[src/ricker_wavelet_sample_defines.svh]
// Assertion macros for the Ricker wavelet sample RTL, used by the pipeline control.
`ifndef RICKER_WAVELET_SAMPLE_DEFINES_SVH
`define RICKER_WAVELET_SAMPLE_DEFINES_SVH

// Same-cycle implication, disabled while reset is high.
`define RWV_ASSERT_IMPL(lbl, clk, rst, ante, cons) \
   lbl: assert property (@(posedge clk) disable iff (rst) (ante) |-> (cons)) \
      else $error("rwv same-cycle check failed");

// Next-cycle implication, disabled while reset is high.
`define RWV_ASSERT_NEXT(lbl, clk, rst, ante, cons) \
   lbl: assert property (@(posedge clk) disable iff (rst) (ante) |=> (cons)) \
      else $error("rwv next-cycle check failed");

`endif

[src/rwv_pkg.sv]
// Package: types, constants and the exponential table for the wavelet pipeline.
`default_nettype none

package rwv_pkg;

   localparam int unsigned NUM_STAGES = 11;

   localparam int unsigned TIME_STEP_WIDTH = 32;
   localparam int unsigned PEAK_FREQ_WIDTH = 16;
   localparam int unsigned INDEX_WIDTH     = 16;
   localparam int unsigned AMP_WIDTH       = 16;
   localparam int unsigned CSR_INDEX_WIDTH = 1;
   localparam int unsigned CSR_DATA_WIDTH  = 32;

   typedef enum logic [CSR_INDEX_WIDTH-1:0] {
      CSR_TIME_STEP      = 1'b0,
      CSR_PEAK_FREQUENCY = 1'b1
   } csr_index_type;

   localparam logic [TIME_STEP_WIDTH-1:0] TIME_STEP_RESET      = 32'd2147484;
   localparam logic [PEAK_FREQ_WIDTH-1:0] PEAK_FREQUENCY_RESET = 16'd7680;

   // Time in periods is scaled by 2^40.
   localparam logic [63:0] ONE_PERIOD  = 64'h0000_0100_0000_0000;
   localparam logic [63:0] TWO_PERIODS = 64'h0000_0200_0000_0000;

   // pi^2 in Q.30, split into integer part and fraction.
   localparam logic [33:0] PI2_Q30  = 34'd10597407032;
   localparam logic [3:0]  PI2_INT  = PI2_Q30[33:30];
   localparam logic [29:0] PI2_FRAC = PI2_Q30[29:0];

   localparam logic [14:0] AMP_LIMIT = 15'd16384;

   // exp(-pi^2*k/256) in Q.32, built by repeated rounded multiplication.
   localparam int unsigned EXP_SEGS = 256;
   localparam logic [31:0] EXP_RATIO = 32'd4132534085;

   typedef logic [EXP_SEGS:0][32:0] exp_rom_type;

   function automatic exp_rom_type build_exp_rom();
      exp_rom_type rom;
      logic [63:0] acc;
      rom[0] = 33'h1_0000_0000;
      for (int k = 1; k <= int'(EXP_SEGS); k++) begin
         acc    = 64'(rom[k-1]) * 64'(EXP_RATIO) + 64'h0000_0000_8000_0000;
         rom[k] = {1'b0, acc[63:32]};
      end
      return rom;
   endfunction

   localparam exp_rom_type EXP_ROM = build_exp_rom();

endpackage

`default_nettype wire

[src/rwv_phase.sv]
// Phase stages: time in periods and its rounded distance from one period.
`default_nettype none

module rwv_phase
   import rwv_pkg::*;
(
   input  logic                       clock,
   input  logic [2:0]                 load,
   input  logic [INDEX_WIDTH-1:0]     sample_index,
   input  logic                       in_range,
   input  logic [TIME_STEP_WIDTH-1:0] time_step,
   input  logic [PEAK_FREQ_WIDTH-1:0] peak_frequency,
   output logic [30:0]                delta,
   output logic                       zero
);

   logic [47:0] s1_prod_ff;
   logic [47:0] s1_prod_in;
   logic        s1_zero_ff;
   logic [63:0] s2_u_ff;
   logic [63:0] s2_u_in;
   logic        s2_zero_ff;
   logic [30:0] s3_dist_ff;
   logic [30:0] s3_dist_in;
   logic        s3_zero_ff;
   logic        s3_zero_in;
   logic [63:0] abs_diff;
   logic [63:0] rounded;

   assign s1_prod_in = 48'(sample_index) * 48'(time_step);
   assign s2_u_in    = 64'(s1_prod_ff) * 64'(peak_frequency);

   // Beyond two periods the sample is zero; exactly two is still evaluated.
   assign abs_diff   = (s2_u_ff >= ONE_PERIOD) ? (s2_u_ff - ONE_PERIOD)
                                               : (ONE_PERIOD - s2_u_ff);
   assign rounded    = abs_diff + 64'd512;
   assign s3_dist_in = rounded[40:10];
   assign s3_zero_in = s2_zero_ff || (s2_u_ff > TWO_PERIODS);

   always_ff @(posedge clock) begin
      if (load[0]) begin
         s1_prod_ff <= s1_prod_in;
         s1_zero_ff <= !in_range;
      end
      if (load[1]) begin
         s2_u_ff    <= s2_u_in;
         s2_zero_ff <= s1_zero_ff;
      end
      if (load[2]) begin
         s3_dist_ff <= s3_dist_in;
         s3_zero_ff <= s3_zero_in;
      end
   end

   assign delta = s3_dist_ff;
   assign zero  = s3_zero_ff;

endmodule

`default_nettype wire

[config.mk]
export PLATFORM = sky130hd
export DESIGN_NAME = rwv_phase
export DESIGN_NICKNAME = d
export VERILOG_FILES = /design/src/ricker_wavelet_sample_defines.svh /design/src/rwv_pkg.sv /design/src/rwv_phase.sv
export SDC_FILE = /design/constraint.sdc
export NUM_CORES = 2
export LEC_CHECK = 0
export BUFFER_PORTS_ARGS = -buffer_cell sky130_fd_sc_hd__clkbuf_2
export CAP_MARGIN = 40
export CORE_AREA = 3 3 437 266
export DETAILED_ROUTE_END_ITERATION = 12
export DIE_AREA = 0 0 440 269
export PLACE_DENSITY = 0.64
export SYNTH_ARGS = -nofsm -noshare
export SYNTH_HDL_FRONTEND = slang
export SYNTH_SLANG_ARGS = --single-unit
export TNS_END_PERCENT = 5
[constraint.sdc]
create_clock -name clock -period 13.8 [get_ports clock]
set_clock_uncertainty 0.1 [all_clocks]
set_input_delay 0.69 -clock clock [delete_from_list [all_inputs] [get_ports clock]]
set_output_delay 0.69 -clock clock [all_outputs]
set_load 0.005 [all_outputs]
==> metrics <==
run status=finished clean; Port-buffer cells=100; routed wire length=127400 µm; unrepaired setup endpoints after global routing=false; total grt overflow=0; leading cell types in the layout, fill and taps excluded=1204 x sky130_fd_sc_hd__inv_1, 1060 x sky130_fd_sc_hd__fa_1, 984 x sky130_fd_sc_hd__nand2_1; setup repair bufs after CTS=0; highest fanout seen on the critical path=32; DR DRC count=0; sequential share of the synthesized area=9.542%; critical path required time=13.91 ns; number of max-capacitance violations reported=0; origin of the critical flop-to-flop path=s1_prod_ff[8]; global placement routability congestion=0.8852; part of the cycle the worst path needs=58.74%; number of clock sinks=146; share of synthesized flip-flops with an asynchronous set or reset=0%; floorplan die width=440 µm; CTS tree=yes; leading cell types by total area after synthesis=sky130_fd_sc_hd__fa_1 46%, sky130_fd_sc_hd__inv_1 9.8%, sky130_fd_sc_hd__edfxtp_1 9.5%, sky130_fd_sc_hd__nand2_1 8.0%, sky130_fd_sc_hd__ha_1 7.0%; type of the most critical hold path=input pin to flop; hold buffers post-CTS=0; synthesized cell area=45950 µm²; Vias per Instance=5.209; cells resized by post-CTS repair=0; wire length of the first global-routing pass=203900 µm; slew margin rel.=27.28%; post-synthesis cell count=5147; Clock Tree Buf Depth=2; number of flops mapped to enable cells by yosys=146; Fin. Hold Viols=0; Area growth syn-to-layout=5.378%; shortest period the worst path allows=8.106 ns; arrival time of data at the critical path endpoint=8.22 ns; Sum Neg Setup Slack=0 ns; number of cell rows=95; area fraction of the dominant cell type after synthesis=46.18%; I/O pin count=101; clock-pin slew reported for the worst setup and hold paths after clock tree synthesis=0.07 ns; most instantiated flip-flop cell in the synthesis netlist=sky130_fd_sc_hd__edfxtp_1; vertical extent of the die=269 µm; crit end category=flop; number of buffers inserted during clock tree synthesis=17; Max Slew Vio Count=0; clock root buffer=sky130_fd_sc_hd__clkbuf_16; Routed Antenna Nets=0; WL per Instance=19.41 µm; total number of yosys warnings=0; number of antenna diodes=0; leading cell type in the layout, fill and taps excluded=sky130_fd_sc_hd__inv_1; Detailed Routing Iterations Pass 1=6; number of H-tree levels=4; number of cells on the worst reg-to-reg path=21; minimum hold slack=0.4241 ns; flip-flop and latch count after synthesis=146; Net Count, Synth=6533; overall via count from detail_route=34190; Worst-Skew Late Latency=0.48 ns; number of failing setup endpoints in the final timing report=0; gr usage total=22.17%; Post-DP HPWL=98610 µm; ratio of cells with drive above 1 in the final layout=3.893%; top achievable clock speed=123.4 MHz; largest area contributor in the netlist=sky130_fd_sc_hd__fa_1; worst reg-to-reg setup slack=5.91 ns; core area=112100 µm²; starting density of the core=40.99%; die area=118400 µm²; synthesized area per cell=8.927 µm²; WS Path Type=input pin to flop; crit path launch type=input pin; number of design-rule violations left by the first detailed-router iteration=2732; net total in the final layout=6435; worst reg2reg path endpoint=s2_u_ff[63]; cell count of the worst hold path=2; number of different library cells in the post-synthesis netlist=76; vias in the first global route=35480; launch instance of the worst min-delay path=in_range; transition time at the pin with the least slew margin=1.063 ns; pin count of the biggest net entering global routing=66; number of antenna violations at the first check in global routing=1; Worst Hold Endpoint=s1_zero_ff
==> stage by stage <==
step | setup slack, ns | cell area [µm²] | instances | util, %
final | 5.694 | 48420 | 6564 | 43.20
after global routing | 5.611 | 48420 | 6564 | 43.20
after CTS | 5.961 | 48420 | 6564 | 43.20
after detailed placement | 5.481 | 47860 | 6533 | 42.70
after global placement | 5.588 | 47570 | 6520 | 42.44
after floorplan | 6.640 | 45950 | 5147 | -
==> final cells by class <==
type | count | area, µm²
fill | 10870 | 63670
multi-input combinational | 3538 | 36060
inverter | 1204 | 4519
sequential | 146 | 4384
tap | 1503 | 1881
timing repair buffer | 142 | 1008
clock buffer | 17 | 425.4
clock inverter | 14 | 135.1
==> Yosys cell counts, types with 18 or more instances <==
library cell and instances:
sky130_fd_sc_hd__inv_1 1204, sky130_fd_sc_hd__nand2_1 984, sky130_fd_sc_hd__edfxtp_1 146, sky130_fd_sc_hd__and2_1 418, sky130_fd_sc_hd__xnor2_1 99, sky130_fd_sc_hd__xor2_1 47, sky130_fd_sc_hd__clkbuf_1 251, sky130_fd_sc_hd__o21ai_0 77
sky130_fd_sc_hd__o21bai_1 18, sky130_fd_sc_hd__a211oi_1 19, sky130_fd_sc_hd__nand4_1 31, sky130_fd_sc_hd__ha_1 257, sky130_fd_sc_hd__fa_1 1060, sky130_fd_sc_hd__a21o_1 55, sky130_fd_sc_hd__nor3_1 28, sky130_fd_sc_hd__nor4_1 18
sky130_fd_sc_hd__nor2_1 97, sky130_fd_sc_hd__nand3_1 31, sky130_fd_sc_hd__a21oi_1 126
==> cells by family (layout without fill, tap and decap cells) <==
kind of cell / after synthesis / after routing / share of synthesized area (%)
AOI/OAI and AO/OA: 392 / 392 / 5.433
xor gates and xnor gates: 146 / 146 / 2.783
adders and majority gates: 1319 / 1319 / 53.23
buffers and inverters: 1463 / 1377 / 11.97
DFF: 146 / 146 / 9.542
muxes: 3 / 3 / 0.06536
and+or+nand+nor: 1678 / 1678 / 16.98
==> registers in the layout (all words and copies together) (netlist names) <==
signal / count
s1_zero_ff: 1
s2_u_ff: 64
s2_zero_ff: 1
zero: 1
s1_prod_ff: 48
delta: 31
==> worst max-delay path, stage by stage <==
cell and delay (ns):
sky130_fd_sc_hd__clkbuf_2 0.50, sky130_fd_sc_hd__and2_1 0.41, sky130_fd_sc_hd__fa_1 0.55, sky130_fd_sc_hd__inv_1 0.05, sky130_fd_sc_hd__fa_1 0.45, sky130_fd_sc_hd__fa_1 0.52, sky130_fd_sc_hd__inv_1 0.06, sky130_fd_sc_hd__fa_1 0.45
sky130_fd_sc_hd__fa_1 0.52, sky130_fd_sc_hd__inv_1 0.05, sky130_fd_sc_hd__fa_1 0.47, sky130_fd_sc_hd__inv_1 0.04, sky130_fd_sc_hd__ha_1 0.36, sky130_fd_sc_hd__a21oi_1 0.16, sky130_fd_sc_hd__o21ai_0 0.12, sky130_fd_sc_hd__a2111oi_0 0.85
sky130_fd_sc_hd__nor2_1 0.30, sky130_fd_sc_hd__a21oi_1 0.63, sky130_fd_sc_hd__or3_1 0.29, sky130_fd_sc_hd__a311oi_1 0.12, sky130_fd_sc_hd__o21ai_0 0.29, sky130_fd_sc_hd__o21ai_0 0.16, sky130_fd_sc_hd__xor2_1 0.16
==> metal layers <==
layer  share of wire [%]  global-route usage (%)  vias up
met3                  11                   6.583      120
met5               0.043                  0.2754        -
met4                 1.6                   4.245        4
li1                    -                       -    15010
met1                  46                   33.69    17530
met2                  41                   31.24     1524
==> worst max-delay path by stage <==
stage                            start  slack (ns)  cells after the start             end
floorplan            peak_frequency[9]        6.64                     24     s2_u_ff[56]
global placement    peak_frequency[10]        5.59                     23     s2_u_ff[63]
detailed placement     sample_index[4]        5.48                     23  s1_prod_ff[46]
CTS                    sample_index[4]        5.96                     23  s1_prod_ff[46]
global route           sample_index[4]        5.61                     23  s1_prod_ff[46]
finish                 sample_index[4]        5.69                     23  s1_prod_ff[46]
Power is not shown: default switching activity piles up to over one toggle a cycle in this logic, so the estimate is an artifact.
