--- config.mk ---
export PLATFORM = sky130hd
export DESIGN_NAME = rwv_amp_scale
export DESIGN_NICKNAME = d
export VERILOG_FILES = /design/src/ricker_wavelet_sample_defines.svh /design/src/rwv_pkg.sv /design/src/rwv_amp_scale.sv
export SDC_FILE = /design/constraint.sdc
export NUM_CORES = 1
export LEC_CHECK = 0
export BUFFER_PORTS_ARGS = -buffer_cell sky130_fd_sc_hd__buf_2
export CAP_MARGIN = 20
export CORE_ASPECT_RATIO = 0.75
export CORE_UTILIZATION = 53
export CTS_CLUSTER_SIZE = 20
export DETAILED_ROUTE_END_ITERATION = 12
export GPL_TIMING_DRIVEN = 0
export MAX_ROUTING_LAYER = met4
export PLACE_DENSITY = 0.7
export SKIP_LAST_GASP = 1
export SYNTH_ARGS = -nofsm -noshare
export SYNTH_HDL_FRONTEND = slang
export SYNTH_SLANG_ARGS = --single-unit
--- constraint.sdc ---
create_clock -name clock -period 12.3 [get_ports clock]
set_input_delay 0.615 -clock clock [delete_from_list [all_inputs] [get_ports clock]]
set_output_delay 0.615 -clock clock [all_outputs]
set_load 0.05 [all_outputs]
--- src/ricker_wavelet_sample_defines.svh ---
// Assertion macros for the Ricker wavelet sample RTL, used by the pipeline control.
`ifndef RICKER_WAVELET_SAMPLE_DEFINES_SVH
`define RICKER_WAVELET_SAMPLE_DEFINES_SVH

// Same-cycle implication, disabled while reset is high.
`define RWV_ASSERT_IMPL(lbl, clk, rst, ante, cons) \
   lbl: assert property (@(posedge clk) disable iff (rst) (ante) |-> (cons)) \
      else $error("rwv same-cycle check failed");

// Next-cycle implication, disabled while reset is high.
`define RWV_ASSERT_NEXT(lbl, clk, rst, ante, cons) \
   lbl: assert property (@(posedge clk) disable iff (rst) (ante) |=> (cons)) \
      else $error("rwv next-cycle check failed");

`endif

--- src/rwv_pkg.sv ---
// Package: types, constants and the exponential table for the wavelet pipeline.
`default_nettype none

package rwv_pkg;

   localparam int unsigned NUM_STAGES = 11;

   localparam int unsigned TIME_STEP_WIDTH = 32;
   localparam int unsigned PEAK_FREQ_WIDTH = 16;
   localparam int unsigned INDEX_WIDTH     = 16;
   localparam int unsigned AMP_WIDTH       = 16;
   localparam int unsigned CSR_INDEX_WIDTH = 1;
   localparam int unsigned CSR_DATA_WIDTH  = 32;

   typedef enum logic [CSR_INDEX_WIDTH-1:0] {
      CSR_TIME_STEP      = 1'b0,
      CSR_PEAK_FREQUENCY = 1'b1
   } csr_index_type;

   localparam logic [TIME_STEP_WIDTH-1:0] TIME_STEP_RESET      = 32'd2147484;
   localparam logic [PEAK_FREQ_WIDTH-1:0] PEAK_FREQUENCY_RESET = 16'd7680;

   // Time in periods is scaled by 2^40.
   localparam logic [63:0] ONE_PERIOD  = 64'h0000_0100_0000_0000;
   localparam logic [63:0] TWO_PERIODS = 64'h0000_0200_0000_0000;

   // pi^2 in Q.30, split into integer part and fraction.
   localparam logic [33:0] PI2_Q30  = 34'd10597407032;
   localparam logic [3:0]  PI2_INT  = PI2_Q30[33:30];
   localparam logic [29:0] PI2_FRAC = PI2_Q30[29:0];

   localparam logic [14:0] AMP_LIMIT = 15'd16384;

   // exp(-pi^2*k/256) in Q.32, built by repeated rounded multiplication.
   localparam int unsigned EXP_SEGS = 256;
   localparam logic [31:0] EXP_RATIO = 32'd4132534085;

   typedef logic [EXP_SEGS:0][32:0] exp_rom_type;

   function automatic exp_rom_type build_exp_rom();
      exp_rom_type rom;
      logic [63:0] acc;
      rom[0] = 33'h1_0000_0000;
      for (int k = 1; k <= int'(EXP_SEGS); k++) begin
         acc    = 64'(rom[k-1]) * 64'(EXP_RATIO) + 64'h0000_0000_8000_0000;
         rom[k] = {1'b0, acc[63:32]};
      end
      return rom;
   endfunction

   localparam exp_rom_type EXP_ROM = build_exp_rom();

endpackage

`default_nettype wire

--- src/rwv_amp_scale.sv ---
// Output stages: product of both factors, rounding, saturation and sign.
`default_nettype none

module rwv_amp_scale
   import rwv_pkg::*;
(
   input  logic                        clock,
   input  logic [1:0]                  load,
   input  logic [16:0]                 exp_q16,
   input  logic                        poly_neg,
   input  logic [34:0]                 poly_mag,
   input  logic                        zero,
   output logic signed [AMP_WIDTH-1:0] amplitude
);

   logic [51:0]                 s10_mag_ff;
   logic [51:0]                 s10_mag_in;
   logic                        s10_neg_ff;
   logic                        s10_zero_ff;
   logic [52:0]                 mag_rnd;
   logic [20:0]                 mag_q14;
   logic [14:0]                 mag_sat;
   logic signed [AMP_WIDTH-1:0] s11_amp_ff;
   logic signed [AMP_WIDTH-1:0] s11_amp_in;

   assign s10_mag_in = 52'(exp_q16) * 52'(poly_mag);

   // Round half away from zero on the magnitude, then clamp to +-1.0.
   assign mag_rnd = 53'(s10_mag_ff) + 53'h0_0000_8000_0000;
   assign mag_q14 = mag_rnd[52:32];
   assign mag_sat = (mag_q14 > 21'(AMP_LIMIT)) ? AMP_LIMIT : mag_q14[14:0];

   always_comb begin
      if (s10_zero_ff) begin
         s11_amp_in = '0;
      end else if (s10_neg_ff) begin
         s11_amp_in = -$signed(AMP_WIDTH'(mag_sat));
      end else begin
         s11_amp_in = $signed(AMP_WIDTH'(mag_sat));
      end
   end

   always_ff @(posedge clock) begin
      if (load[0]) begin
         s10_mag_ff  <= s10_mag_in;
         s10_neg_ff  <= poly_neg;
         s10_zero_ff <= zero;
      end
      if (load[1]) begin
         s11_amp_ff <= s11_amp_in;
      end
   end

   assign amplitude = s11_amp_ff;

endmodule

`default_nettype wire

==> flow_summary.ini, run 1 <==
[clock_tree]
clk_latency_ns = 0.29
cts_hold_buf = 0
clock-root-buffer = clkbuf_16
clkSinkCount = 39
ctsResizeCount = 0
htreeDepth = 2
cts_setup_buffers = 0
tritoncts = built
clk_pin_slew_ns = 0.06
cts_buffers = 5
clockBufferDepth = 2

[yosys]
synth_area_leaders = fa_1 49%, inv_1 10%, ha_1 7.8%
ys_async_sr_fraction_pct = 0
syn-mean-instance-area_um2 = 8.86
synth_edf_count = 39
synth_seq_cells = 39
yosys.area_share.xor_xnor_pct = 1.86
synth_compound_area_share_pct = 4.66
ys.flop_type = edfxtp_1
yosys.area_share.adder_pct = 56.4
syn_nets = 2961
synth-simple-area-share_pct = 19.0
synth_cell_types = 68
yosys-mux-area-fraction_pct = 0.0556
netlist_area_um2 = 20300
yosys.area.top_type = fa_1
synth_top_family_by_area = adder cells
postSynthCellCount = 2286
synth_top_area_share_pct = 48.6
synth-warning-count = 0
synth_seq_area_share_pct = 5.78

[run_status]
status = finished clean

[drt]
post_drt_via_cell_ratio = 5.61
wl_met3_um = 8850
ant_nets = 0
wl_per_cell_um = 21.8
drt-initial-drc-count = 1612
post-route-drc-count = 0
top_layer = met4
dr.pass1.iters = 7
num_vias = 16061
wl_met1_um = 27000
wl_um = 62300
wl_met2_um = 25100

[grt]
grt_max_degree = 24
grt_usage_pct = 34.5
grt_pass1_vias = 16357
grt_pass1_wl_um = 97100
gr-total-overflow = 0
antenna_found_initial = 2

[setup_path]
crit_fanout = 10
slowest_stage = nor3_1
critPathTopFamily = adder cells
arrival_ns = 8.61
required_ns = 12.34
crit_path_frequent_cell = fa_1
critical_path.max_stage_delay_ns = 0.89
ff2ff_path_depth = 15
startpoint = exp_q16[8]
critPathLaunchType = primary input
reg2reg_to = amplitude[14]
path_buf_inv = 5
r2r_slack_ns = 8.08
regToRegStartpoint = s10_mag_ff[32]
crit_chain = clkbuf_1 -> clkbuf_1 -> nand2_1 -> fa_1 -> inv_1 -> fa_1 -> fa_1 -> fa_1 -> fa_1 -> inv_1 -> fa_1 -> inv_1 -> ha_1 -> nand4_1 -> nor4_1 -> nand2_1 -> nor3_1 -> o21ai_0 -> nand3b_1 -> a21oi_1 -> xnor2_1
path_class = primary input to register
end_kind = register

[placed_design]
dp_hpwl_um = 52900
gp_congestion = 1.02
port_buffers = 63

[floorplan]
coreArea_um2 = 37300
die_area_um2 = 39000
num_io_pins = 73
initial_core_util_pct = 54.3
fp.dieH_um = 171
rows = 61
die_w_um = 228

[timing]
totalNegativeSetupSlack_ns = 0
clock_skew_ns = 0.00551
hold_viol_final = 0
finalMaxSlewViolations = 0
period_share_pct = 69.7
setup_violations = 0
worstMarginPinSlew_ns = 1.11
layout_min_cycle_time_ns = 8.57
fmax_ghz = 0.117
maxSlewHeadroom_pct = 25.4
grt_setup_unrepaired = no

[worst_hold_path]
hold_path.startpoint = zero
min_path_cells = 1
hold_path_end = s10_zero_ff
min_path_type = primary input to register

[cells_and_area]
syn_to_final_growth_pct = 5.37
drive_gt1_share_pct = 3.99
final_cell_mix = 541 x inv_1, 492 x fa_1, 404 x nand2_1
nNetsFinal = 3031
multi_input_area_um2 = 16600
seq_area_um2 = 1170
fill_cells = 3416
diodes = 0
layout_commonest_cell = inv_1

[flow_run]
max_cap_violations = 0
## sequential cells by signal, indices dropped and copies added (netlist names)
signal       flops
s10_neg_ff       1
amplitude       16
s10_mag_ff      21
s10_zero_ff      1
## logic make-up (layout without fill, tap and decap cells)
family,count (synthesis),in the layout
mux,1,1
buf+inv,655,726
fa+ha+maj,618,618
compound gates,141,141
flops,39,39
simple gates,789,789
xor+xnor,43,43
## cells in the mapped netlist (7+ instances only)
cell	number
nand2_1	404
clkbuf_1	103
fa_1	492
nand4_1	12
a21o_1	9
nor4_1	13
nor2_1	36
nor3_1	18
ha_1	126
a31oi_1	9
buf_2	7
a211oi_1	8
edfxtp_1	39
xnor2_1	29
xor2_1	14
inv_1	541
o21ai_0	28
and2_1	236
nand3_1	19
and3_1	12
a21oi_1	31
## worst max-delay path by stage
stage,to,slack (ns),depth (start not counted)
finish,s10_mag_ff[48],3.73,21
global route,s10_mag_ff[48],3.53,21
CTS,s10_mag_ff[48],3.93,21
detailed placement,s10_mag_ff[48],3.66,21
global placement,s10_mag_ff[48],3.80,21
floorplan,s10_mag_ff[45],5.90,21
## final cells by class
class	count	share of cell area (%)
Tap cell	504	2.95
Multi-Input combinational cell	1592	77.8
Clock inverter	2	0.0586
Timing Repair Buffer	63	1.48
Sequential cell	39	5.49
Inverter	542	9.53
Clock buffer	6	0.604
Buffer	113	2.07
## through the flow
step,worst slack [ns],utilization [%],area [um^2],std cells,hold slack (ns)
floorplan,5.90,-,20300,2286,0.714
global placement,3.80,56.8,21200,2853,0.791
detailed placement,3.66,56.8,21200,2853,0.797
CTS,3.93,57.2,21300,2861,0.504
global route,3.53,57.2,21300,2861,0.499
finish,3.73,57.2,21300,2861,0.505
## layer usage
| metal | global-route usage (%) | up-vias |
|---|---|---|
| li1 | - | 6901 |
| met1 | 50.3 | 8175 |
| met2 | 47.2 | 905 |
| met3 | 10.7 | 80 |
| met4 | 6.40 | 0 |
| met5 | - | - |
Power of run 1 is not shown: default switching activity piles up to over one toggle a cycle in this logic, so the estimate is an artifact.
==> run 2: changes to the inputs <==
- ABC_AREA: default -> 1
- PLACE_DENSITY: 0.7 -> 0.72
- clock period: 12.3 -> 7.5 ns (I/O delays scaled with it)
==> run 2 against run 1 <==
  * Clock-buffer cell count down 1
  * First-iteration DRC count decreased by 3.0%
  * Sequential share of layout area down 0.29 points
  * Global-route usage is 0.56 points higher
  * Clock skew grew 0.0015 ns
  * Via count is 12% higher
  * Critical path depth increased by 2
  * Die area is 6.5% higher
  * Setup slack worse by 3.5 ns
  * Design area is 5.6% higher
  * Non-clock buffer count decreased by 15
  * Register-to-register slack got worse by 3.8 ns
  * Critical path type unchanged
  * Highest routed layer unchanged
==> flow_summary.ini, run 2 <==
[timing]
period_share_pct = 97.0
hold_viol_final = 0
clock_skew_ns = 0.00705
whs_ns = 0.265
maxSlewHeadroom_pct = 19.1
setup_violations = 0
fmax_ghz = 0.137
grt_setup_unrepaired = no
layout_min_cycle_time_ns = 7.28
finalMaxSlewViolations = 0
worstMarginPinSlew_ns = 1.21

[drt]
wl_um = 67000
ant_nets = 0
post-route-drc-count = 0
drt-initial-drc-count = 1564
num_vias = 18062
wl_per_cell_um = 19.8
post_drt_via_cell_ratio = 5.34
dr.pass1.iters = 6

[yosys]
synth_area_leaders = fa_1 46%, inv_1 15%, nand2_1 13%
syn-mean-instance-area_um2 = 7.63
synth_edf_count = 39
ys_async_sr_fraction_pct = 0
synth_seq_cells = 39
synthTopCellsByCount = 854 x inv_1, 755 x nand2_1, 492 x fa_1, 137 x clkbuf_1, 126 x ha_1
postSynthCellCount = 2829
yosysMostFrequentCell = inv_1
synth_seq_area_share_pct = 5.43
synth-warning-count = 0
ys.flop_type = edfxtp_1
synth_cell_types = 47
yosys.area.top_type = fa_1
syn_nets = 3504
netlist_area_um2 = 21600
synth_top_area_share_pct = 45.6

[cells_and_area]
fill_cells = 3741
nNetsFinal = 3533
final_cell_mix = 854 x inv_1, 755 x nand2_1, 492 x fa_1
drive_gt1_share_pct = 2.52
syn_to_final_growth_pct = 4.41
regMostFlops = s10_mag_ff
largest_reg_flops = 21
layout_commonest_cell = inv_1

[clock_tree]
htreeDepth = 2
clock-root-buffer = clkbuf_16
clk_latency_ns = 0.29
cts_setup_buffers = 0
clk_pin_slew_ns = 0.06
cts_hold_buf = 0
cts_buffers = 5
clockBufferDepth = 2
ctsResizeCount = 0
clkSinkCount = 39
tritoncts = built

[worst_hold_path]
min_path_type = primary input to register

[setup_path]
path_class = primary input to register
critPathLaunchType = primary input
crit_fanout = 10
end_kind = register
arrival_ns = 7.30
required_ns = 7.53

[floorplan]
die_area_um2 = 41500
coreArea_um2 = 39800
die_w_um = 235
fp.dieH_um = 177
rows = 63
num_io_pins = 73
initial_core_util_pct = 54.2

[placed_design]
dp_hpwl_um = 56600
gp_congestion = 1.01
port_buffers = 21

[grt]
grt_pass1_wl_um = 107000
grt_max_degree = 24
grt_pass1_vias = 19381
gr-total-overflow = 0
antenna_found_initial = 2
grt_usage_pct = 35.1

[run_status]
status = finished clean

[flow_run]
max_cap_violations = 0
==> run 2: cell types whose count changed in the layout (fill, tap and decap cells not counted), sizes merged, moves of 7 or more <==
cell / previous run / this run
xnor2: 29 / 8
buf: 72 / 24
a21oi: 31 / 74
and3: 12 / 5
nand3: 19 / 46
and2: 237 / 0
nor2: 37 / 124
inv: 541 / 855
clkbuf: 110 / 141
o21ai: 30 / 46
nor4: 14 / 4
nand2: 404 / 767
==> run 2: path summary, 6_finish.rpt <==
kind / startpoint / slack [ns] / cells past startpoint / end
worst min-delay path: poly_neg / 0.27 / 1 / s10_neg_ff
worst min register to register: s10_zero_ff / 0.80 / 1 / amplitude[7]
worst max-delay path: exp_q16[5] / 0.22 / 23 / s10_mag_ff[46]
worst max register to register: s10_mag_ff[32] / 4.28 / 19 / amplitude[10]
==> run 2: kinds of logic after synthesis <==
family	Yosys count	share of synthesized area [%]
flip-flops	39	5.43
XOR/XNOR	28	1.17
adder cells (fa/ha/maj)	618	52.9
AO/OA/AOI/OAI	173	4.75
AND/OR/NAND/NOR	975	18.4
buffers and inverters	996	17.4
==> run 2: area by class of cell <==
cell class                 count  area [um^2]  area share, %
multi-input combinational   1794        16700           73.9
inverter                     857         3220           14.3
sequential                    39         1170           5.20
tap                          520          651           2.89
buffer                       139          538           2.39
clock buffer                   5          125          0.555
timing repair buffer          22          120          0.533
clock inverter                 3         38.8          0.172
antenna                        4         10.0         0.0444
==> run 2: worst max-delay path, stage by stage <==
cell and delay, ns:
clkbuf_1 0.58, clkbuf_1 0.78, nand2_1 0.18, fa_1 0.57, inv_1 0.05, fa_1 0.48, inv_1 0.05, fa_1 0.51
inv_1 0.06, fa_1 0.49, fa_1 0.49, inv_1 0.05, fa_1 0.56, inv_1 0.07, ha_1 0.37, nand2_1 0.11
nor2_1 0.24, inv_1 0.11, nor4_1 0.49, nand3_1 0.13, nand3_1 0.23, a31oi_1 0.14, xnor2_1 0.16
==> run 2: stage by stage <==
stage	cell area, um^2	setup slack [ns]	cells	util, %	TNS, ns
3_5_place_dp	22300	-0.00978	3370	56.1	-0.00978
5_1_grt	22500	0.0559	3381	56.6	0
4_1_cts	22500	0.284	3378	56.5	0
2_1_floorplan	21600	1.68	2829	-	0
6_report	22500	0.225	3383	56.6	0
3_3_place_gp	22300	0.0194	3370	56.1	0
==> run 2: layer usage <==
layer	share of wire, %	vias to the layer above	track usage, %
li1	-	8074	-
met1	41	8908	46.0
met2	44	918	53.2
met3	12	162	9.36
met4	3.6	0	11.0
met5	0	-	-
Power of run 2 is left out for the same reason.
