$ cat src/ricker_wavelet_sample_defines.svh
// Assertion macros for the Ricker wavelet sample RTL, used by the pipeline control.
`ifndef RICKER_WAVELET_SAMPLE_DEFINES_SVH
`define RICKER_WAVELET_SAMPLE_DEFINES_SVH

// Same-cycle implication, disabled while reset is high.
`define RWV_ASSERT_IMPL(lbl, clk, rst, ante, cons) \
   lbl: assert property (@(posedge clk) disable iff (rst) (ante) |-> (cons)) \
      else $error("rwv same-cycle check failed");

// Next-cycle implication, disabled while reset is high.
`define RWV_ASSERT_NEXT(lbl, clk, rst, ante, cons) \
   lbl: assert property (@(posedge clk) disable iff (rst) (ante) |=> (cons)) \
      else $error("rwv next-cycle check failed");

`endif

$ cat src/rwv_pkg.sv
// Package: types, constants and the exponential table for the wavelet pipeline.
`default_nettype none

package rwv_pkg;

   localparam int unsigned NUM_STAGES = 11;

   localparam int unsigned TIME_STEP_WIDTH = 32;
   localparam int unsigned PEAK_FREQ_WIDTH = 16;
   localparam int unsigned INDEX_WIDTH     = 16;
   localparam int unsigned AMP_WIDTH       = 16;
   localparam int unsigned CSR_INDEX_WIDTH = 1;
   localparam int unsigned CSR_DATA_WIDTH  = 32;

   typedef enum logic [CSR_INDEX_WIDTH-1:0] {
      CSR_TIME_STEP      = 1'b0,
      CSR_PEAK_FREQUENCY = 1'b1
   } csr_index_type;

   localparam logic [TIME_STEP_WIDTH-1:0] TIME_STEP_RESET      = 32'd2147484;
   localparam logic [PEAK_FREQ_WIDTH-1:0] PEAK_FREQUENCY_RESET = 16'd7680;

   // Time in periods is scaled by 2^40.
   localparam logic [63:0] ONE_PERIOD  = 64'h0000_0100_0000_0000;
   localparam logic [63:0] TWO_PERIODS = 64'h0000_0200_0000_0000;

   // pi^2 in Q.30, split into integer part and fraction.
   localparam logic [33:0] PI2_Q30  = 34'd10597407032;
   localparam logic [3:0]  PI2_INT  = PI2_Q30[33:30];
   localparam logic [29:0] PI2_FRAC = PI2_Q30[29:0];

   localparam logic [14:0] AMP_LIMIT = 15'd16384;

   // exp(-pi^2*k/256) in Q.32, built by repeated rounded multiplication.
   localparam int unsigned EXP_SEGS = 256;
   localparam logic [31:0] EXP_RATIO = 32'd4132534085;

   typedef logic [EXP_SEGS:0][32:0] exp_rom_type;

   function automatic exp_rom_type build_exp_rom();
      exp_rom_type rom;
      logic [63:0] acc;
      rom[0] = 33'h1_0000_0000;
      for (int k = 1; k <= int'(EXP_SEGS); k++) begin
         acc    = 64'(rom[k-1]) * 64'(EXP_RATIO) + 64'h0000_0000_8000_0000;
         rom[k] = {1'b0, acc[63:32]};
      end
      return rom;
   endfunction

   localparam exp_rom_type EXP_ROM = build_exp_rom();

endpackage

`default_nettype wire

$ cat src/rwv_pipe_ctl.sv
// Pipeline control: per-stage valid bits, ready chain and load enables.
`default_nettype none
`include "ricker_wavelet_sample_defines.svh"

module rwv_pipe_ctl
   import rwv_pkg::*;
(
   input  logic                  clock,
   input  logic                  reset,
   input  logic                  req_valid,
   output logic                  req_ready,
   output logic                  rsp_valid,
   input  logic                  rsp_ready,
   output logic [NUM_STAGES-1:0] stage_load
);

   logic [NUM_STAGES-1:0] valid_ff;
   logic [NUM_STAGES-1:0] valid_in;
   logic [NUM_STAGES-1:0] stage_ready;
   logic [NUM_STAGES-1:0] src_valid;

   // A stage takes a new request when it is empty or its contents move on.
   always_comb begin
      stage_ready[NUM_STAGES-1] = !valid_ff[NUM_STAGES-1] || rsp_ready;
      for (int i = NUM_STAGES - 2; i >= 0; i--) begin
         stage_ready[i] = !valid_ff[i] || stage_ready[i+1];
      end
   end

   assign src_valid  = {valid_ff[NUM_STAGES-2:0], req_valid};
   assign stage_load = stage_ready & src_valid;
   assign valid_in   = (stage_ready & src_valid) | (~stage_ready & valid_ff);

   always_ff @(posedge clock) begin
      if (reset) begin
         valid_ff <= '0;
      end else begin
         valid_ff <= valid_in;
      end
   end

   assign req_ready = stage_ready[0];
   assign rsp_valid = valid_ff[NUM_STAGES-1];

   // Requests in flight change only by what enters and what leaves.
   `RWV_ASSERT_NEXT(a_occupancy, clock, reset, 1'b1, $countones(valid_ff) == $past($countones(valid_ff)) + int'($past(req_valid && req_ready)) - int'($past(rsp_valid && rsp_ready)))
   // A stalled stage keeps its request.
   `RWV_ASSERT_NEXT(a_stall_keeps, clock, reset, 1'b1, ($past(valid_ff & ~stage_ready) & ~valid_ff) == '0)
   // A full pipeline with a stalled output refuses new requests.
   `RWV_ASSERT_IMPL(a_full_backpressure, clock, reset, (&valid_ff) && !rsp_ready, !req_ready)

endmodule

`default_nettype wire

$ cat config.mk
export PLATFORM = sky130hd
export DESIGN_NAME = rwv_pipe_ctl
export DESIGN_NICKNAME = d
export VERILOG_FILES = /design/src/rwv_pkg.sv /design/src/rwv_pipe_ctl.sv
export VERILOG_INCLUDE_DIRS = /design/src /design/src/src
export SDC_FILE = /design/constraint.sdc
export NUM_CORES = 1
export LEC_CHECK = 0
export ABC_AREA = 1
export ABC_CLOCK_PERIOD_IN_PS = 2600
export BUFFER_PORTS_ARGS = -buffer_cell sky130_fd_sc_hd__buf_2
export CELL_PAD_IN_SITES_DETAIL_PLACEMENT = 0
export CELL_PAD_IN_SITES_GLOBAL_PLACEMENT = 2
export CORE_MARGIN = 10
export CORE_UTILIZATION = 27
export DETAILED_ROUTE_END_ITERATION = 16
export PLACE_DENSITY = 0.76
export REMOVE_ABC_BUFFERS = 1
export SKIP_LAST_GASP = 1
export SLEW_MARGIN = 40
export SYNTH_ARGS = -nofsm -noshare
export SYNTH_HDL_FRONTEND = slang
export SYNTH_SLANG_ARGS = --single-unit
$ cat constraint.sdc
create_clock -name clock -period 2.6 [get_ports clock]
set_input_delay 0.65 -clock clock [delete_from_list [all_inputs] [get_ports clock]]
set_output_delay 0.65 -clock clock [all_outputs]
set_load 0.01 [all_outputs]
==> impl_metrics.json, run 1 <==
{
  "path_cells": "buf_2, inv_1, nand4_2, nor2_4, nand4_4, nor2_8, nand4_4, nand2_1, inv_1, buf_2",
  "layout.nets": 89,
  "multi_input_area_um2": 225,
  "synth-edff-count": 0,
  "cts_resized": 0,
  "maxCapViolCount": 0,
  "portBuffers": 16,
  "synth_area_leaders": "dfxtp_1 (43%), inv_1 (12%), nand4_4 (8.2%), a21oi_1 (7.7%), nand2_1 (7.3%)",
  "cp_slowest_cell": "nor2_4",
  "total_power_mw": 0.306,
  "crit_family": "simple AND/OR/NAND/NOR gates",
  "rr_worst_depth": 6,
  "powerDensity_nw_per_um2": 471,
  "rows": 15,
  "drt_iter0_markers": 7,
  "fmax_mhz": 418,
  "peakVddDrop_uv": 276,
  "cts_made_buffers": 3,
  "cts-root-buf": "clkbuf_4",
  "groute.usage.overall_pct": 5.58,
  "yosysUniqueCellTypes": 13,
  "holdPathStages": 2,
  "ys_seq_elements": 11,
  "post-route-period-util_pct": 91.9,
  "place_hpwl_um": 807,
  "die_w_um": 63.7,
  "die_h_um": 63.7,
  "wl_per_cell_um": 9.23,
  "path_class": "in -> out",
  "gp_congestion": 0.651,
  "ctsHoldBuffers": 0,
  "syn2layout_area_growth_pct": 25.9,
  "grt_max_degree": 12,
  "synth-async-reset-ratio_pct": 0,
  "status": "finished, final reports clean",
  "period_needed_ns": 2.39,
  "postRouteAntennaNets": 0,
  "fillCellCount": 206,
  "io_pins": 17,
  "cts_post_setup_buffers_inserted": 0,
  "die_area_um2": 4060,
  "netlist.top_cell.by_area": "dfxtp_1",
  "cts_sinks": 11,
  "cp_max_fo": 6,
  "routed_wirelength_um": 1010,
  "cts_max_level": 1,
  "p_leak_nw": 0.378,
  "synth_top_area_share_pct": 42.6,
  "clk_pin_slew_ns": 0.07,
  "met1Wirelength_um": 494,
  "core_um2": 1760,
  "grt_pass1_vias": 442,
  "vias_per_cell": 3.95,
  "required_ns": 1.95,
  "synth_ff_type": "dfxtp_1",
  "grt_pass1_wl_um": 1880,
  "synth_area_um2": 517,
  "overflow": 0,
  "setup_tns_ns": 0,
  "cts_tree": "built",
  "hold_violations": 0,
  "initial_core_util_pct": 29.3,
  "met3_length_um": 79,
  "netlist_instances": 65,
  "ys_seq_area_share_pct": 42.6,
  "yosysWarnings": 0,
  "rsz0062_at_grt": "false",
  "via_count": 431,
  "wl_met2_um": 424,
  "crit_arrival_ns": 1.74,
  "clock_latency_ns": 0.26,
  "drive_gt1_share_pct": 32.1,
  "highest_layer": "met4",
  "hp-class": "reg -> reg",
  "drv_slew": 0,
  "skew_ns": 0.00287,
  "ctsLongestPathBuffers": 2,
  "r2r_setup_slack_ns": 1.32,
  "firstDrtPassIters": 2,
  "cp_num_buf_inv": 4,
  "synth_common_cells": "inv_1 (17), dfxtp_1 (11), nand2_1 (10)",
  "worstSetupStartpointType": "input port",
  "max_slew_margin_pct": 82.3,
  "regArea_um2": 220,
  "critical-path-max-stage-delay_ns": 0.16,
  "cp-end-kind": "output pin",
  "diodes": 0,
  "syn_avg_cell_area_um2": 7.95,
  "tightest_slew_ns": 0.265,
  "finalSetupViolCount": 0,
  "utilization_pct": 36.9,
  "remaining_drc_errors": 0,
  "synth.most_common_cell": "inv_1",
  "antenna_found_initial": 0
}
worst min-delay path: stages (launching register included):
cell	delay, ns
dfxtp_1	0.31
clkinv_1	0.08
a21oi_1	0.06
cells in the final DEF, fill, tap and decap left out, drive strengths merged:
cell / count
a21oi: 10
buf: 16
clkbuf: 4
clkinv: 1
dfxtp: 11
inv: 17
nand2: 10
nand3: 1
nand4: 3
nor2: 11
layer usage:
metal | GRT usage (%) | up-vias
met5 | 0 | -
met4 | 1.64 | 0
met3 | 4.18 | 2
met2 | 8.04 | 11
met1 | 6.29 | 182
li1 | - | 236
report_power, final:
part           switching [mW]  leakage (nW)  internal, mW
registers             0.00332        0.0892         0.171
clock network          0.0562        0.0150        0.0593
logic                  0.0100         0.274       0.00658
total                  0.0695         0.378         0.237
kinds of logic (layout without fill, tap and decap cells):
family	after synthesis	count (layout)	share of synthesized area, %
DFF	11	11	42.6
AOI/OAI and AO/OA	10	10	11.1
buffers and inverters	19	38	13.8
and+or+nand+nor	25	25	32.4
layout make-up:
type,instances,area share (%)
inverter,18,10.4
sequential,11,33.8
clock buffer,4,4.04
multi-input combinational,35,34.6
tap,25,4.81
timing repair buffer,16,12.3
worst max-delay path by stage:
stage / start / to / slack [ns] / depth (start not counted)
after floorplan: rsp_ready / stage_load[0] / 0.45 / 8
after global placement: rsp_ready / stage_load[0] / 0.20 / 10
after detailed placement: rsp_ready / stage_load[0] / 0.19 / 10
after CTS: rsp_ready / stage_load[0] / 0.19 / 10
after global routing: rsp_ready / stage_load[0] / 0.07 / 10
final: rsp_ready / stage_load[0] / 0.21 / 10
per-stage QoR:
stage | cell area [um2] | hold WS (ns) | cells | setup WS (ns)
global route | 651 | 0.524 | 109 | 0.0665
CTS | 651 | 0.502 | 109 | 0.187
global placement | 624 | 0.493 | 105 | 0.204
floorplan | 513 | 0.466 | 64 | 0.454
finish | 651 | 0.499 | 109 | 0.209
detailed placement | 624 | 0.491 | 105 | 0.187
Note: power is estimated with default switching activity, not from simulation.
==> inputs of run 2 (changes only) <==
--- a/config.mk
+++ b/config.mk
@@ -6,15 +6,14 @@
 export SDC_FILE = /design/constraint.sdc
 export NUM_CORES = 1
 export LEC_CHECK = 0
-export ABC_AREA = 1
 export ABC_CLOCK_PERIOD_IN_PS = 2600
 export BUFFER_PORTS_ARGS = -buffer_cell sky130_fd_sc_hd__buf_2
 export CELL_PAD_IN_SITES_DETAIL_PLACEMENT = 0
 export CELL_PAD_IN_SITES_GLOBAL_PLACEMENT = 2
 export CORE_MARGIN = 10
-export CORE_UTILIZATION = 27
+export CORE_UTILIZATION = 28
 export DETAILED_ROUTE_END_ITERATION = 16
-export PLACE_DENSITY = 0.76
+export PLACE_DENSITY = 0.77
 export REMOVE_ABC_BUFFERS = 1
 export SKIP_LAST_GASP = 1
 export SLEW_MARGIN = 40
==> impl_metrics.json, run 2 <==
{
  "die_area_um2": 3890,
  "postRouteAntennaNets": 0,
  "synth-edff-count": 0,
  "groute.usage.overall_pct": 6.14,
  "yosysUniqueCellTypes": 21,
  "hold_violations": 0,
  "wl_per_cell_um": 12.3,
  "synth_ff_type": "dfxtp_1",
  "cts_max_level": 1,
  "drive_gt1_share_pct": 28.2,
  "rsz0062_at_grt": "false",
  "grt_max_degree": 13,
  "cts_sinks": 11,
  "peakVddDrop_uv": 260,
  "layout.cells.most_common": "buf_2",
  "rows": 15,
  "r2r_setup_slack_ns": 1.38,
  "portBuffers": 16,
  "core_um2": 1710,
  "via_count": 470,
  "maxCapViolCount": 0,
  "ys_seq_area_share_pct": 43.8,
  "final_cell_mix": "buf_2 (16), dfxtp_1 (11), nor2_1 (10)",
  "crit_family": "simple AND/OR/NAND/NOR gates",
  "required_ns": 1.95,
  "utilization_pct": 37.1,
  "synth_area_leaders": "dfxtp_1 (44%), nor2_1 (7.5%), a31oi_1 (6.2%), a21oi_1 (5.0%), nor2b_1 (3.7%)",
  "synth_common_cells": "dfxtp_1 (11), nor2_1 (10), a21oi_1 (5), a31oi_1 (5), inv_1 (4)",
  "die_h_um": 62.4,
  "netlist_instances": 59,
  "cts_made_buffers": 3,
  "path_class": "in -> out",
  "cp_num_buf_inv": 2,
  "synth_top_area_share_pct": 43.8,
  "period_needed_ns": 2.20,
  "drt_iter0_markers": 21,
  "ctsLongestPathBuffers": 2,
  "cts_post_setup_buffers_inserted": 0,
  "max_slew_margin_pct": 83.0,
  "syn2layout_area_growth_pct": 25.9,
  "die_w_um": 62.4,
  "vias_per_cell": 4.56,
  "diodes": 0,
  "finalSetupViolCount": 0,
  "routed_wirelength_um": 1270,
  "path_cells": "buf_2, and4b_1, and3_4, a31oi_1, buf_2",
  "hp-class": "reg -> reg",
  "status": "finished, final reports clean",
  "initial_core_util_pct": 29.5,
  "yosysWarnings": 0,
  "powerDensity_nw_per_um2": 486,
  "place_hpwl_um": 936,
  "clk_pin_slew_ns": 0.07,
  "cts_tree": "built",
  "worstSetupStartpointType": "input port",
  "cpMostUsedCell": "buf_2",
  "setup_tns_ns": 0,
  "cp_max_fo": 5,
  "grt_pass1_wl_um": 1910,
  "cp-end-kind": "output pin",
  "layout.nets": 83,
  "synth_area_um2": 503,
  "rr_worst_depth": 3,
  "cts-root-buf": "clkbuf_4",
  "holdPathStages": 2,
  "cts_resized": 0,
  "overflow": 0,
  "fmax_mhz": 455,
  "critical-path-max-stage-delay_ns": 0.32,
  "cp_slowest_cell": "and4b_1",
  "drv_slew": 0,
  "clock_latency_ns": 0.27,
  "skew_ns": 0.00233,
  "grt_pass1_vias": 421,
  "gp_congestion": 0.706,
  "tightest_slew_ns": 0.255,
  "synth-async-reset-ratio_pct": 0,
  "crit_arrival_ns": 1.55,
  "netlist.top_cell.by_area": "dfxtp_1",
  "firstDrtPassIters": 2,
  "ys_seq_elements": 11,
  "post-route-period-util_pct": 84.5,
  "synth.most_common_cell": "dfxtp_1",
  "syn_avg_cell_area_um2": 8.53,
  "remaining_drc_errors": 0,
  "antenna_found_initial": 0,
  "io_pins": 17,
  "p_leak_nw": 0.301,
  "ctsHoldBuffers": 0
}
run 2: changes by cell type after synthesis, sizes merged, moves of 2 or more:
cell    before  now
inv         17    4
a21boi       0    3
and3b        0    2
a31oi        0    5
nand2       10    2
o21a         0    2
a21oi       10    5
nor2b        0    3
and3         0    3
buf          0    2
nand4        3    0
run 2: worst max path at each step:
stage | slack, ns | start | depth (start not counted) | endpoint
4_1_cts | 0.39 | rsp_ready | 5 | stage_load[0]
5_1_grt | 0.32 | flop | 4 | req_ready
3_3_place_gp | 0.43 | rsp_ready | 5 | stage_load[0]
3_5_place_dp | 0.40 | rsp_ready | 5 | stage_load[0]
2_1_floorplan | 0.48 | rsp_ready | 3 | stage_load[0]
6_report | 0.40 | rsp_ready | 5 | stage_load[0]
run 2: kinds of logic (layout without fill, tap and decap cells):
family                 Yosys count  count (layout)  share of synthesized area, %
buffers and inverters            7              26                          7.46
and+or+nand+nor                 24              24                          26.6
DFF                             11              11                          43.8
AOI/OAI and AO/OA               17              17                          22.1
run 2: report_power, final:
group / switching [mW] / internal, mW / leakage (nW)
Sequential: 0.00298 / 0.171 / 0.0892
Combinational: 0.00918 / 0.00730 / 0.197
Clock: 0.0580 / 0.0594 / 0.0150
run 2: final cells by class:
type | count | area [um2]
well taps | 25 | 31.3
clock buffers | 4 | 26.3
fillers | 189 | 1070
inverters | 4 | 15.0
multi-input cells | 41 | 245
flip-flops and latches | 11 | 220
repair buffers | 18 | 95.1
run 2: through the flow:
step	std cells	setup slack (ns)	total power, mW	hold WS [ns]	area (um2)
floorplan	56	0.485	0.185	0.436	480
global placement	99	0.433	0.195	0.460	607
detailed placement	99	0.403	0.194	0.464	607
CTS	103	0.393	0.316	0.478	633
global route	103	0.322	0.318	0.513	633
finish	103	0.404	0.308	0.471	633
run 2: layer usage:
| metal | track usage [%] | part of all wire (%) |
|---|---|---|
| met1 | 8.13 | 58 |
| met2 | 7.56 | 38 |
| met3 | 2.15 | 3.1 |
| met4 | 5.03 | 1.0 |
| met5 | 0 | 0 |
run 2: worst reg2reg max path, delay by kind of cell (launching register included):
| kind | cells | cell delay (ns) |
|---|---|---|
| AND/OR/NAND/NOR | 2 | 0.60 |
| flip-flops | 1 | 0.44 |
| AO/OA/AOI/OAI | 1 | 0.11 |
==> inputs of run 3 (changes only) <==
--- a/config.mk
+++ b/config.mk
@@ -6,14 +6,14 @@
 export SDC_FILE = /design/constraint.sdc
 export NUM_CORES = 1
 export LEC_CHECK = 0
-export ABC_CLOCK_PERIOD_IN_PS = 2600
+export ABC_CLOCK_PERIOD_IN_PS = 2200
 export BUFFER_PORTS_ARGS = -buffer_cell sky130_fd_sc_hd__buf_2
 export CELL_PAD_IN_SITES_DETAIL_PLACEMENT = 0
 export CELL_PAD_IN_SITES_GLOBAL_PLACEMENT = 2
 export CORE_MARGIN = 10
-export CORE_UTILIZATION = 28
+export CORE_UTILIZATION = 26
 export DETAILED_ROUTE_END_ITERATION = 16
-export PLACE_DENSITY = 0.77
+export PLACE_DENSITY = 0.73
 export REMOVE_ABC_BUFFERS = 1
 export SKIP_LAST_GASP = 1
 export SLEW_MARGIN = 40
==> constraint.sdc (replaced) <==
create_clock -name clock -period 2.2 [get_ports clock]
set_input_delay 0.55 -clock clock [delete_from_list [all_inputs] [get_ports clock]]
set_output_delay 0.55 -clock clock [all_outputs]
set_load 0.01 [all_outputs]
==> impl_metrics.json, run 3 (synthesis gave the netlist of run 2 again) <==
{
  "status": "finished, final reports clean",
  "cts_resized": 0,
  "cts_tree": "built",
  "initial_core_util_pct": 28.2,
  "max_slew_margin_pct": 85.3,
  "skew_ns": 0.00261,
  "grt_pass1_vias": 464,
  "cts_post_setup_buffers_inserted": 0,
  "critical-path-max-stage-delay_ns": 0.32,
  "layout.cells.most_common": "buf_2",
  "groute.usage.overall_pct": 6.26,
  "place_hpwl_um": 869,
  "tightest_slew_ns": 0.221,
  "diodes": 0,
  "io_pins": 17,
  "holdPathStages": 2,
  "layout.nets": 83,
  "grt_max_degree": 13,
  "rr_worst_depth": 3,
  "routed_wirelength_um": 1160,
  "cts_max_level": 1,
  "syn2layout_area_growth_pct": 26.1,
  "path_class": "in -> out",
  "cts_made_buffers": 3,
  "final_cell_mix": "buf_2 (16), dfxtp_1 (11), nor2_1 (10)",
  "antenna_found_initial": 0,
  "ctsHoldBuffers": 0,
  "finalSetupViolCount": 0,
  "post-route-period-util_pct": 90.0,
  "portBuffers": 16,
  "worstSetupStartpointType": "input port",
  "wl_per_cell_um": 11.2,
  "peakVddDrop_uv": 331,
  "dpl.cell_count": 99,
  "drv_slew": 0,
  "placed_area_um2": 607,
  "postRouteAntennaNets": 0,
  "ctsLongestPathBuffers": 2,
  "rsz0062_at_grt": "false",
  "whs_ns": 0.466,
  "die_area_um2": 4090,
  "crit_family": "simple AND/OR/NAND/NOR gates",
  "setup_tns_ns": 0,
  "maxCapViolCount": 0,
  "fmax_mhz": 505,
  "cp-startpoint": "rsp_ready",
  "remaining_drc_errors": 0,
  "grt_pass1_wl_um": 2080,
  "final_area_um2": 634,
  "period_needed_ns": 1.98,
  "powerDensity_nw_per_um2": 568,
  "clock_latency_ns": 0.26,
  "fillCellCount": 207,
  "finalNonFillerCells": 103,
  "cp-end-kind": "output pin",
  "firstDrtPassIters": 2,
  "path_cells": "buf_2, and4b_1, and3_4, a31oi_1, buf_2",
  "gp_congestion": 0.713,
  "overflow": 0,
  "crit_arrival_ns": 1.43,
  "cp_slowest_cell": "and4b_1",
  "cp_num_buf_inv": 2,
  "utilization_pct": 35.6,
  "cts_sinks": 11,
  "drt_iter0_markers": 5,
  "die_w_um": 64.0,
  "die_h_um": 64.0,
  "clk_pin_slew_ns": 0.07,
  "hp-class": "reg -> reg",
  "required_ns": 1.65,
  "cp_max_fo": 5,
  "via_count": 462,
  "p_leak_nw": 0.301,
  "cp.depth": 5,
  "r2r_setup_slack_ns": 1.08,
  "hold_violations": 0,
  "drive_gt1_share_pct": 29.5,
  "endpoint": "stage_load[0]",
  "cpMostUsedCell": "buf_2",
  "rows": 15,
  "cts-root-buf": "clkbuf_4",
  "vias_per_cell": 4.49,
  "core_um2": 1780
}
[run 3: report_power, final]
| group | total [mW] | leakage, nW | switching, mW | internal (mW) |
|---|---|---|---|---|
| logic | 0.0190 | 0.197 | 0.0103 | 0.00861 |
| registers | 0.206 | 0.0892 | 0.00367 | 0.202 |
| clock network | 0.136 | 0.0150 | 0.0655 | 0.0701 |
| total | 0.360 | 0.301 | 0.0795 | 0.281 |
[run 3: layer usage]
| metal | GRT usage, % | share of wire, % |
|---|---|---|
| met5 | 0 | 0 |
| met4 | 0.820 | 0.43 |
| met3 | 5.23 | 9.6 |
| met2 | 9.33 | 43 |
| met1 | 6.87 | 47 |
[run 3: final cells by class]
class                           count  area, um2  share of cell area [%]
Clock buffer                        4       26.3                    4.14
Multi-Input combinational cell     41        246                    38.9
Inverter                            4       15.0                    2.37
Timing Repair Buffer               18       95.1                    15.0
Sequential cell                    11        220                    34.7
Tap cell                           25       31.3                    4.93
[run 3: worst min-delay path by stage]
stage                     from  endpoint  slack, ns
after floorplan           flop      flop       0.44
after global placement    flop      flop       0.46
after detailed placement  flop      flop       0.46
after CTS                 flop      flop       0.47
after global routing      flop      flop       0.52
final                     flop      flop       0.47
[run 3: worst reg2reg max path, delay by kind of cell (launching register included)]
| family | cells | cell delay, ns |
|---|---|---|
| simple gates | 2 | 0.52 |
| compound gates | 1 | 0.11 |
| flops | 1 | 0.43 |
[run 3: through the flow]
stage,power [mW],setup WS (ns)
floorplan,0.218,0.285
global route,0.382,0.0767
global placement,0.230,0.232
finish,0.360,0.221
CTS,0.371,0.127
detailed placement,0.230,0.213
